$ cat src/design/pidaw_pkg.sv
`timescale 1ns / 1ps
// ----------------------------------------------------------------------------
// pidaw_pkg
// shared types, constants and saturation helpers of the pid controller
// ----------------------------------------------------------------------------
package pidaw_pkg;

   localparam int DataW = 32;
   localparam int ProdW = 64;
   localparam int QShift = 16;
   localparam logic signed [DataW-1:0] S32Max = 32'sh7FFF_FFFF;
   localparam logic signed [DataW-1:0] S32Min = 32'sh8000_0000;

   // register map
   localparam logic [3:0] RegKp = 4'd0;
   localparam logic [3:0] RegKi = 4'd1;
   localparam logic [3:0] RegKd = 4'd2;
   localparam logic [3:0] RegKf = 4'd3;
   localparam logic [3:0] RegILim = 4'd4;
   localparam logic [3:0] RegOutMin = 4'd5;
   localparam logic [3:0] RegOutMax = 4'd6;
   localparam logic [3:0] RegRamp = 4'd7;

   typedef enum logic [4:0] {
      ST_IDLE, ST_ERR, ST_F, ST_P, ST_DM, ST_DMUL, ST_DDIV, ST_DFIN,
      ST_IMUL, ST_IDIV, ST_IFIN, ST_TMUL, ST_TDIG, ST_SUM, ST_BDIV, ST_BWAIT,
      ST_UPD
   } state_type;

   typedef struct packed {
      logic start;
   } div_ctrl_type;

   typedef struct packed {
      logic busy;
      logic done;
   } div_stat_type;

   // saturate a 66-bit signed value to 32 bits
   function automatic logic signed [DataW-1:0] sat66(input logic signed [65:0] v);
      logic signed [DataW-1:0] r;
      if (v > 66'sh0_0000_0000_7FFF_FFFF) r = S32Max;
      else if (v < -66'sh0_0000_0000_8000_0000) r = S32Min;
      else r = v[DataW-1:0];
      return r;
   endfunction

   // signed value from a magnitude and a sign, saturated to 32 bits
   function automatic logic signed [DataW-1:0] sat_mag(input logic neg,
                                                       input logic [ProdW-1:0] q);
      logic signed [DataW-1:0] r;
      if (!neg) r = (q > 64'h7FFF_FFFF) ? S32Max : q[DataW-1:0];
      else r = (q > 64'h8000_0000) ? S32Min : (~q[DataW-1:0] + 32'd1);
      return r;
   endfunction

   // q16.16 product scaled back, truncating toward zero
   function automatic logic signed [DataW-1:0] qscale(input logic signed [ProdW-1:0] p);
      logic signed [ProdW:0] t;
      t = {p[ProdW-1], p} + (p[ProdW-1] ? 65'sd65535 : 65'sd0);
      t = t >>> QShift;
      return sat66({t[ProdW], t});
   endfunction

   function automatic logic signed [33:0] clamp34(input logic signed [33:0] v,
                                                  input logic signed [33:0] lo,
                                                  input logic signed [33:0] hi);
      logic signed [33:0] r;
      if (v < lo) r = lo;
      else if (v > hi) r = hi;
      else r = v;
      return r;
   endfunction

endpackage

$ cat src/design/pidaw_mul.sv
`timescale 1ns / 1ps
// ----------------------------------------------------------------------------
// pidaw_mul
// shared signed 32x32 multiplier with registered product
// ----------------------------------------------------------------------------
module pidaw_mul (
   input  logic                                    clock,
   input  logic signed [pidaw_pkg::DataW-1:0]      op_a,
   input  logic signed [pidaw_pkg::DataW-1:0]      op_b,
   output logic signed [pidaw_pkg::ProdW-1:0]      prod
);
   import pidaw_pkg::*;

   logic signed [ProdW-1:0] prod_ff;
   logic signed [ProdW-1:0] prod_in;

   assign prod_in = op_a * op_b;

   always_ff @(posedge clock) begin
      prod_ff <= prod_in;
   end

   assign prod = prod_ff;

endmodule

$ cat config.mk
export PLATFORM = sky130hd
export DESIGN_NAME = pidaw_mul
export DESIGN_NICKNAME = d
export VERILOG_FILES = /design/src/design/pidaw_pkg.sv /design/src/design/pidaw_mul.sv
export SDC_FILE = /design/constraint.sdc
export NUM_CORES = 2
export LEC_CHECK = 0
export ABC_AREA = 1
export BUFFER_PORTS_ARGS = -buffer_cell sky130_fd_sc_hd__buf_2
export CAP_MARGIN = 30
export CORE_ASPECT_RATIO = 0.5
export CORE_MARGIN = 3
export CORE_UTILIZATION = 60
export CTS_CLUSTER_SIZE = 25
export DETAILED_ROUTE_END_ITERATION = 10
export PLACE_DENSITY = 0.82
export SYNTH_ARGS = -nofsm -noshare
export SYNTH_HDL_FRONTEND = slang
export SYNTH_SLANG_ARGS = --single-unit
$ cat constraint.sdc
create_clock -name clock -period 7.8 [get_ports clock]
set_input_delay 1.56 -clock clock [delete_from_list [all_inputs] [get_ports clock]]
set_output_delay 1.56 -clock clock [all_outputs]
set_load 0.01 [all_outputs]
# ---- Word level (Yosys, flattened, before mapping)
# Index checks and enable logic that the tools add are counted.
# Widths: inputs -> output; s select.
dict set report totals {
  register_bits 64
  romBits 0
  latchBits 0
  out_inout_bits 64
  elab_cells 2
  memories 0
  mem_bits_rw 0
}
dict set report op_classes {
  n_div 0
  addsub 0
  shifts 0
  eq_ne 0
  reduce_logical 0
  n_mux 0
  n_mul 1
  magnitude_cmp 0
  bitwise 0
}
# cell count
set op_table {}
lappend op_table {{$mul 32x32->64} 1}

# ---- Depth between registers and ports, before layout
dict set report logic_depth {
  depth_word 1
  mapped_depth 31
  mapped_depth_nobuf 30
}

# ---- Least setup slack after synthesis
# OpenSTA, ideal clock, no wires.
dict set report synth_timing {
  kind {in2reg}
  startpoint {input port op_a[31] in the netlist's numbering}
  endpoint {register prod_ff[56], in the netlist prod[56]}
  slack_ns -0.462
  arrival_ns 8.148
  setup_time_ns 0.114
  stages 26
  n_path_buf 1
  t_required_ns 7.686
  path_cell_list {clkbuf_1 nand2_1 inv_1 fa_1 inv_1 fa_1 inv_1 fa_1 fa_1 inv_1 fa_1 inv_1 fa_1 inv_1 fa_1 fa_1 inv_1 ha_1 a21o_1 nor2_1 nor2_1 or2_2 nor2_1 nand3_1 nand2_1 nand2_1}
}
dict set report synth_between {
  elab_chain_len 1
}
# element line
set synth_lines {}
lappend synth_lines {{from (decl)} pidaw_mul.sv:8} ;# input logic signed [pidaw_pkg::DataW-1:0] op_a,
lappend synth_lines {{$mul 32x32->64} pidaw_mul.sv:17} ;# assign prod_in = op_a * op_b;
lappend synth_lines {{named net prod_in[56]} pidaw_mul.sv:15} ;# logic signed [ProdW-1:0] prod_in;
lappend synth_lines {{to (signal assigned)} pidaw_mul.sv:20} ;# prod_ff <= prod_in;
lappend synth_lines {{to (decl)} pidaw_mul.sv:14} ;# logic signed [ProdW-1:0] prod_ff;
# The timed path passes the listed nets, and every way through them passes these cells.

# ---- Final worst setup path
dict set report layout_timing {
  startpoint {input port op_a[31] in the netlist's numbering}
  endpoint {register prod_ff[59], in the netlist prod[59]}
}
# Same word-level chain as after synthesis.

==> impl_results.md <==
* Setup crit end kind: flip-flop
* Max Slew Vio Count at 0
* Slowest cell delay on critical path at 0.66 ns
* Top Ports at 129
* GRT Total Usage at 0.346
* HPWL Detailed at 102 mm
* Post-Route WL at 116 mm
* CP Class: input pin to flip-flop
* Remaining DRCs at 0
* Worst relative slew slack at 0.642
* Grt total ovfl at 0
* P&R area growth vs syn at 16.3%
* Final setup fails at 5
* Die height at 188 um
* Core area at 65300 sq um
* EDFF count, synth at 0
* DP Worst Slack at -0.763 ns
* Max-Cap Viols at 0
* Hold Fails Final Rpt at 0
* TritonCTS clock tree: done
* FF+latch count, synth at 64
* Hold path depth at 5
* DP Area at 44700 sq um
* Pin count of the biggest net entering global routing at 33
* Critical-path maximum fanout at 20
* Worst EP required at 8.04 ns
* Initial Util at 0.610
* Wire length of the first global-routing pass at 189 mm
* Worst setup margin at -0.0484 ns
* Family with the most delay on the worst path: adder cells
* Clock Sinks at 64
* H-tree levels at 3
* Final net count at 6757
* Syn Area/Cell at 7.90 sq um
* Fillcell total at 4808
* Syn_nets at 6377
* Final Cell Area at 46400 sq um
* Sequential-to-total area share from yosys stat at 0.0321
* Root buf cell: clkbuf_16
* Finished Layout Cells at 6315
* Dpl cells at 6284
* Fmax at 127 MHz
* Tcrit/Tclk final at 1.01
* Netlist Area Pre-Place at 39900 sq um
* Clock Pin Slew Worst Setup and Hold Paths at 0.06 ns
* Async SR Flop Fraction at 0
* Die Width at 370 um
* Drt initial violations at 3039
* Startpoint types: input pin
* Clock Tree Buf Depth at 2
* Max reg flops at 64
* Most used cell along the critical path: fa_1
* Layout cells sized above 1 at 0.159
* Outcome: finished, violations left
* Via density at 5.24
* Drt wl/cell at 18.4 um
* Violations in the final reports: setup timing
* Ys flop type: dfxtp_1
* Via count at 33100
* CP arrival at 8.08 ns
* Inserted Clock Buffers at 9
* RSZ-0062 raised after global routing: true
* Slew @ Worst Pin at 0.537 ns
* Tmin final at 7.85 ns
* PortBufs at 128
* Worst path depth at 26
* Die area at 69700 sq um
* Post-route ant nets at 0
* Critical path buffers and inverters at 9
* Post-synthesis cell count at 5046
* Vias in the first global route at 36600
* GP Congestion at 0.957
* Std cell rows at 66
* WHS at 1.96 ns
* Distinct cells, synth at 32
* Drt first pass iters at 8
* Min-Delay Path Class: input pin to flip-flop
* Diodes inserted at 0
* CP max-delay cell: fa_2
* YS warnings at 0
* Initial antenna violation count at 0
stage by stage:
stage	util	TNS (ns)
2_1_floorplan	-	-0.608
3_3_place_gp	0.684	-20.81
3_5_place_dp	0.684	-21.83
4_1_cts	0.691	-0.0120
5_1_grt	0.710	-2.80
6_report	0.710	-0.116
Yosys cell counts (9+ instances only):
library cell / number / area share
inv_1: 1659 / 0.16
nand2_1: 1444 / 0.14
fa_1: 1082 / 0.54
clkbuf_1: 192 / 0.018
ha_1: 184 / 0.058
nor2_1: 139 / 0.013
nand3_1: 69 / 0.0087
a21oi_1: 67 / 0.0084
dfxtp_1: 64 / 0.032
xor2_1: 30 / 0.0066
nand4_1: 20 / 0.0031
o21ai_0: 20 / 0.0025
nor2_2: 11 / 0.0017
o21bai_1: 9 / 0.0017
path summary, 6_finish.rpt:
| kind | start | end | slack (ns) |
|---|---|---|---|
| worst min-delay path | op_b[0] | prod[0] | 1.96 |
| worst max-delay path | op_a[31] | prod[59] | -0.05 |
layout by cell type, fill, tap and decap left out, types with 31 or more instances in the layout:
cell type / instances
ha_1: 140
buf_12: 39
a21oi_1: 35
dfxtp_1: 64
nor2_4: 31
a21oi_2: 31
buf_2: 100
nand2_1: 1387
buf_4: 387
ha_4: 32
fa_1: 1056
nor2_2: 34
nor2_1: 87
nand3_1: 64
nand2_2: 47
inv_1: 1641
metal layers:
layer,up-vias,share of wire,GRT usage
met5,-,0,0
met4,0,0.040,0.119
met3,344,0.11,0.0580
met2,1774,0.48,0.566
met1,16500,0.38,0.473
li1,14500,-,-
kinds of logic after synthesis:
kind of cell    share of synthesized area
compound gates                     0.0140
xor+xnor                          0.00791
fa+ha+maj                           0.601
buf+inv                             0.174
flops                              0.0321
simple gates                        0.170
final cells by class:
class	count	area, sq um	area share
Multi-Input combinational cell	3131	32900	0.710
Tap cell	884	1110	0.0239
Sequential cell	64	1280	0.0276
Clock inverter	6	45.0	0.000972
Clock buffer	10	229	0.00494
Timing Repair Buffer	561	4560	0.0984
Inverter	1659	6230	0.135
what timing repair did:
item	in CTS	in global routing
setup endpoints to repair	42	44
cloned	0	2
setup buffers	2	11
hold buffers	0	0
pin swaps	7	71
resized for setup	44	291
Power is not shown: default switching activity piles up to over one toggle a cycle in this logic, so the estimate is an artifact.
