[src/design/pidaw_pkg.sv]
`timescale 1ns / 1ps
// ----------------------------------------------------------------------------
// pidaw_pkg
// shared types, constants and saturation helpers of the pid controller
// ----------------------------------------------------------------------------
package pidaw_pkg;

   localparam int DataW = 32;
   localparam int ProdW = 64;
   localparam int QShift = 16;
   localparam logic signed [DataW-1:0] S32Max = 32'sh7FFF_FFFF;
   localparam logic signed [DataW-1:0] S32Min = 32'sh8000_0000;

   // register map
   localparam logic [3:0] RegKp = 4'd0;
   localparam logic [3:0] RegKi = 4'd1;
   localparam logic [3:0] RegKd = 4'd2;
   localparam logic [3:0] RegKf = 4'd3;
   localparam logic [3:0] RegILim = 4'd4;
   localparam logic [3:0] RegOutMin = 4'd5;
   localparam logic [3:0] RegOutMax = 4'd6;
   localparam logic [3:0] RegRamp = 4'd7;

   typedef enum logic [4:0] {
      ST_IDLE, ST_ERR, ST_F, ST_P, ST_DM, ST_DMUL, ST_DDIV, ST_DFIN,
      ST_IMUL, ST_IDIV, ST_IFIN, ST_TMUL, ST_TDIG, ST_SUM, ST_BDIV, ST_BWAIT,
      ST_UPD
   } state_type;

   typedef struct packed {
      logic start;
   } div_ctrl_type;

   typedef struct packed {
      logic busy;
      logic done;
   } div_stat_type;

   // saturate a 66-bit signed value to 32 bits
   function automatic logic signed [DataW-1:0] sat66(input logic signed [65:0] v);
      logic signed [DataW-1:0] r;
      if (v > 66'sh0_0000_0000_7FFF_FFFF) r = S32Max;
      else if (v < -66'sh0_0000_0000_8000_0000) r = S32Min;
      else r = v[DataW-1:0];
      return r;
   endfunction

   // signed value from a magnitude and a sign, saturated to 32 bits
   function automatic logic signed [DataW-1:0] sat_mag(input logic neg,
                                                       input logic [ProdW-1:0] q);
      logic signed [DataW-1:0] r;
      if (!neg) r = (q > 64'h7FFF_FFFF) ? S32Max : q[DataW-1:0];
      else r = (q > 64'h8000_0000) ? S32Min : (~q[DataW-1:0] + 32'd1);
      return r;
   endfunction

   // q16.16 product scaled back, truncating toward zero
   function automatic logic signed [DataW-1:0] qscale(input logic signed [ProdW-1:0] p);
      logic signed [ProdW:0] t;
      t = {p[ProdW-1], p} + (p[ProdW-1] ? 65'sd65535 : 65'sd0);
      t = t >>> QShift;
      return sat66({t[ProdW], t});
   endfunction

   function automatic logic signed [33:0] clamp34(input logic signed [33:0] v,
                                                  input logic signed [33:0] lo,
                                                  input logic signed [33:0] hi);
      logic signed [33:0] r;
      if (v < lo) r = lo;
      else if (v > hi) r = hi;
      else r = v;
      return r;
   endfunction

endpackage

[src/design/pidaw_div.sv]
`timescale 1ns / 1ps
// ----------------------------------------------------------------------------
// pidaw_div
// restoring unsigned divider, 64-bit dividend by 32-bit divisor, one bit a cycle
// ----------------------------------------------------------------------------
module pidaw_div (
   input  logic                                 clock,
   input  logic                                 reset,
   input  pidaw_pkg::div_ctrl_type              ctrl,
   input  logic [pidaw_pkg::ProdW-1:0]          dividend,
   input  logic [pidaw_pkg::DataW-1:0]          divisor,
   output pidaw_pkg::div_stat_type              stat,
   output logic [pidaw_pkg::ProdW-1:0]          quotient
);
   import pidaw_pkg::*;

   logic [DataW-1:0] rem_ff, rem_in;
   logic [ProdW-1:0] quo_ff, quo_in;
   logic [DataW-1:0] dvs_ff, dvs_in;
   logic [6:0]       cnt_ff, cnt_in;
   logic             busy_ff, busy_in;
   logic             done_ff, done_in;
   logic [DataW:0]   trial;

   assign trial = {rem_ff, quo_ff[ProdW-1]};

   always_comb begin
      rem_in  = rem_ff;
      quo_in  = quo_ff;
      dvs_in  = dvs_ff;
      cnt_in  = cnt_ff;
      busy_in = busy_ff;
      done_in = 1'b0;
      if (ctrl.start) begin
         rem_in  = '0;
         quo_in  = dividend;
         dvs_in  = divisor;
         cnt_in  = 7'(ProdW);
         busy_in = 1'b1;
      end else if (busy_ff) begin
         if (trial >= {1'b0, dvs_ff}) begin
            rem_in = DataW'(trial - {1'b0, dvs_ff});
            quo_in = {quo_ff[ProdW-2:0], 1'b1};
         end else begin
            rem_in = trial[DataW-1:0];
            quo_in = {quo_ff[ProdW-2:0], 1'b0};
         end
         cnt_in = cnt_ff - 7'd1;
         if (cnt_ff == 7'd1) begin
            busy_in = 1'b0;
            done_in = 1'b1;
         end
      end
   end

   always_ff @(posedge clock) begin
      if (reset) begin
         busy_ff <= 1'b0;
         done_ff <= 1'b0;
         cnt_ff  <= '0;
      end else begin
         busy_ff <= busy_in;
         done_ff <= done_in;
         cnt_ff  <= cnt_in;
      end
      rem_ff <= rem_in;
      quo_ff <= quo_in;
      dvs_ff <= dvs_in;
   end

   assign stat.busy = busy_ff;
   assign stat.done = done_ff;
   assign quotient  = quo_ff;

endmodule

[config.mk]
export PLATFORM = sky130hd
export DESIGN_NAME = pidaw_div
export DESIGN_NICKNAME = d
export VERILOG_FILES = /design/src/design/pidaw_pkg.sv /design/src/design/pidaw_div.sv
export SDC_FILE = /design/constraint.sdc
export NUM_CORES = 1
export LEC_CHECK = 0
export BUFFER_PORTS_ARGS = -buffer_cell sky130_fd_sc_hd__buf_2
export CAP_MARGIN = 20
export CORE_MARGIN = 4
export CORE_UTILIZATION = 51
export DETAILED_ROUTE_END_ITERATION = 10
export PLACE_DENSITY_LB_ADDON = 0.08
export SLEW_MARGIN = 20
export SYNTH_ARGS = -nofsm -noshare
export SYNTH_HDL_FRONTEND = slang
export SYNTH_SLANG_ARGS = --single-unit
[constraint.sdc]
create_clock -name clock -period 5 [get_ports clock]
set_input_delay 0.25 -clock clock [delete_from_list [all_inputs] [get_ports clock]]
set_output_delay 0.25 -clock clock [all_outputs]
set_load 0.005 [all_outputs]
Yosys cells after proc, flatten, opt, wreduce, memory -nomap -nowiden
Index checks and enable logic that the tools add are counted.

operators by class
  $add $sub $neg = 2
  order comparisons = 1
  equal/unequal tests = 1
  muxes and demuxes = 10
  bitwise operators = 1
  reductions and logical operators = 3

operators with widths
  kind                                                  count
  2-to-1 mux 64 bit                                     2
  >= comparator 33 x 32 -> 1 bit                        1
  2-to-1 mux 32 bit                                     1
  subtractor 32 bit                                     1
  2-to-1 mux 7 bit                                      2
  equality test 7 x 1 -> 1 bit (second input constant)  1
  subtractor 7 x 1 -> 7 bit (second input constant)     1
  2-to-1 mux 1 bit                                      5
  OR reduction 3 bit                                    1
  nonzero test 2 bit                                    1
  OR reduction 2 bit                                    1
  NOT 1 bit                                             1

storage, ports and cells
  register bits after elaboration = 137
  bits of input ports = 99
  output and inout bits = 66
  logic and storage cells = 25

Logic depth before layout (Yosys ltp)
  word-level depth = 4
  depth in mapped cells = 13
  depth with buffers taken out = 11

Least setup slack after synthesis
Ideal clock, no wire load.

  kind = reg-to-reg
  start point = register quo_ff[63] (netlist: quotient[63])
  end point = register rem_ff[28]
  library setup time = 0.083 ns
  arrival time = 2.671 ns
  required time = 4.917 ns
  setup slack = 2.246 ns
  cell stages (with the launch flop) = 12
  path buffers = 0
  cells stage by stage = edfxtp_1 inv_1 ha_1 fa_1 nand2b_1 a21oi_1 o21ai_1 o211ai_1 a2111oi_0 o221ai_1 a311o_1 o221ai_1

on the way
  word-level cells in the longest chain between the ends = 2

RTL lines
  what                                                                 RTL line                          source
  start: declaration                                                   pidaw_div.sv:18                   logic [ProdW-1:0] quo_ff, quo_in;
  start signal: assignment                                             pidaw_div.sv:67                   quo_ff <= quo_in;
  subtractor 32 bit or >= comparator 33 x 32 -> 1 bit (tied branches)  pidaw_div.sv:42, pidaw_div.sv:41
  2-to-1 mux 32 bit (*)                                                pidaw_div.sv:41                   if (trial >= {1'b0, dvs_ff}) begin
  end signal: assignment                                               pidaw_div.sv:66                   rem_ff <= rem_in;
  end: declaration                                                     pidaw_div.sv:17                   logic [DataW-1:0] rem_ff, rem_in;

Mark *: on every way between the ends. The rest lies on a longest branch, timed or not.
A chain may end at the register's enable or synchronous reset.

Final worst setup path
Ends and elaborated chain as after synthesis.

==> summary.txt <==
Status
  – Status: completed

CTS
  – TritonCTS clock tree: yes
  – Number of H-tree levels: 4
  – Number of buffers created by CTS: 17
  – CTS Buffer Depth: 2
  – Clock transition at path regs: 60 ps
  – Worst-Skew Late Latency: 420 ps
  – TritonCTS Sinks: 137
  – Clock root buffer: clkbuf_16

Power and ir drop
  – Net Switching: 0.824 mW
  – Power share of the combinational group: 17.5%
  – Switching Fraction: 26.3%
  – Cell Int Power: 2.32 mW
  – Tot Pwr: 3.14 mW
  – IR drop worst, VDD: 0.264 mV
  – Leakage power: 3.93 nW
  – Clock Power Share: 38.6%
  – Pwr/cell area: 336 nW/um2
  – Flop pwr share: 43.9%

Routing
  – DRT Wirelength: 18500 um
  – Routed WL per cell: 17.2 um
  – DR iter-0 viols: 367
  – DR vias: 6098
  – DR vias/cell: 5.67
  – Number of remaining DRC errors: 0
  – DRT Pass-1 Iters: 5
  – Antenna viol nets, final: 0

Synthesis
  – Sequential share of the synthesized area: 48.9%
  – Main combinational cell family by area after synthesis: compound AO/OA/AOI/OAI gates
  – Synth Area per Inst: 10.9 um2
  – Post-synthesis xor/xnor area fraction: 3.24%
  – #FFs+latches synth: 137
  – Syn_nets: 832
  – Post-synth EDFFs: 96
  – Mapped Cells: 698
  – Synth Area in Simple Gates: 12.7%
  – Ranking of synthesized cells by instance count: edfxtp_1, nand2_1, mux2_2
  – Most common cell in the netlist: edfxtp_1
  – Area share of the largest cell type after synthesis: 38.0%
  – Distinct cells, synth: 61
  – Compound-Gate Fraction of Synth Area: 14.5%
  – Post-Synth Adder-Cell Area: 5.88%
  – Yosys warns: 0
  – Main synth FF type: edfxtp_1
  – Post-synth top area cell: edfxtp_1
  – Mux share of post-synthesis cell area: 10.3%
  – Asr flop ratio synth: 0%
  – Largest cells by area after synthesis: edfxtp_1, dfxtp_1, mux2_2
  – Mapped Area: 7580 um2

Worst hold path
  – Worst Hold Class: in -> reg
  – HP Start: divisor[18]

GRT
  – Vias in the first global route: 6290
  – Total grt overflow: 0
  – First-pass GRT wire length: 30200 um
  – Initial antenna violation count: 1
  – Largest net degree at the start of global routing: 65
  – Gr usage total: 22.7%

STA
  – Fin crit period: 3460 ps
  – Fin. Hold Viols: 0
  – Final setup vio count: 0
  – Setup TNS Final: 0 ps
  – Achievable Freq: 289 MHz
  – Final slew viol count: 0
  – WHS: 19.7 ps
  – Max transition margin: 30.8%
  – Period utilization: 69.3%
  – RSZ-0062 raised after global routing: false
  – Worst slew pin tran: 1030 ps
  – Worst Clk Skew: 8.54 ps

Worst setup path
  – FF-to-FF Start: quotient[63]
  – Slowest cell on crit path: a2111oi_1
  – CP most frequent cell: o221ai_1
  – CP Capture Type: register
  – Critical Path Start: quotient[63]
  – CP Max Fanout: 3
  – Setup Crit Path Kind: reg -> reg
  – Worst-path cell chain: inv_1 > ha_1 > fa_1 > nand2b_1 > a21oi_1 > o21ai_1 > o211ai_1 > a2111oi_1 > o221ai_1 > a311o_1 > o221ai_1
  – Req. time, crit path: 5340 ps
  – Crit path largest cell delay: 870 ps
  – Critical path launch point type: register
  – CP arrival: 3810 ps

Layout
  – Inserted Diodes: 0
  – Share of cells above drive strength 1: 32.0%
  – # fillers: 1208
  – P&R area growth vs syn: 23.4%
  – Nets: 1012
  – Fin util: 64.3%
  – Non-filler cells, final: 1075

Floorplan
  – DIE AREA: 16900 um2
  – Core area: 14500 um2
  – Die height: 130 um
  – Initial Util: 52.1%
  – Row count: 44
  – IO Count: 165
  – Horiz. Die Dim: 130 um

Run
  – Max-cap check violation count: 0

Placed design
  – Port buffer count: 164
  – DP HPWL: 13000 um
  – Placed cells: 1013
  – Gpl congestion: 0.863
-- logic make-up after synthesis --
logic type | count (synthesis)
xor+xnor | 28
fa+ha+maj | 35
mux | 70
flops | 137
buf+inv | 77
compound gates | 154
simple gates | 197
-- power groups by stage --
stage	sequential, mW	combinational, mW	clock [mW]
2_1_floorplan	1.40	0.346	0
3_3_place_gp	1.40	0.513	0
3_5_place_dp	1.40	0.526	0
4_1_cts	1.38	0.548	1.23
5_1_grt	1.39	0.607	1.29
6_report	1.38	0.550	1.21
-- flip-flops by register name, summed over array words and instances, names as in the netlist --
| register | count |
|---|---|
| done_ff | 1 |
| rem_ff | 32 |
| busy_ff | 1 |
| dvs_ff | 32 |
| cnt_ff | 7 |
| quotient | 64 |
-- critical path: cells and delay by family, from the launching register on --
| kind | cells | cell delay [ps] |
|---|---|---|
| compound gates | 7 | 2300 |
| fa+ha+maj | 2 | 420 |
| buf+inv | 1 | 70 |
| flops | 1 | 410 |
| simple gates | 1 | 170 |
-- repair_timing --
item                                   CTS  global route
endpoints found under the hold margin   31             0
hold buffers                            30             0
gates resized for setup                  0             0
setup buffers                            0             0
-- path summary, 6_finish.rpt --
check,depth (start not counted),slack (ps),to
worst max-delay path,11,1540,rem_ff[28]
worst min-delay path,1,20,dvs_ff[18]
worst max register to register,11,1540,rem_ff[28]
worst min register to register,2,490,rem_ff[20]
-- layout make-up --
class / instances / area (um2) / area share [%]
Sequential cell: 137 / 3700 / 39.6
Clock buffer: 20 / 437 / 4.67
Clock inverter: 12 / 128 / 1.37
Multi-Input combinational cell: 484 / 3550 / 37.9
Inverter: 40 / 150 / 1.61
Tap cell: 184 / 230 / 2.46
Timing Repair Buffer: 198 / 1150 / 12.3
-- cell usage in the layout (no fill, tap or decap), drive strengths merged, types with 4 or more instances in the layout --
master	instances
a311oi	14
xor2	13
dfxtp	41
o21ai	31
inv	41
clkinv	8
clkbuf	20
edfxtp	96
nor2b	7
or3	5
nand2b	6
mux2	63
ha	34
nor2	50
mux2i	7
nand2	71
nand4	10
nor3	11
buf	168
and3	9
nand3	7
dlygate4sd3	30
a21o	13
o21bai	4
o21a	5
a21boi	5
xnor2	15
o211ai	8
a211oi	10
or2	4
a32oi	4
a21oi	39
-- routing by layer --
metal	track usage, %	vias up	share of wire, %
met5	0	-	0.070
met1	27.6	2909	42
li1	-	2934	-
met4	7.64	2	2.0
met2	37.5	218	47
met3	8.35	35	8.3
-- per-stage QoR --
stage,instance area (um2),worst slack (ps)
finish,9350,1540
floorplan,7580,2250
detailed placement,8480,1270
global placement,8470,1330
global route,9350,1290
CTS,9340,1240
Note: power is estimated with default switching activity, not from simulation.
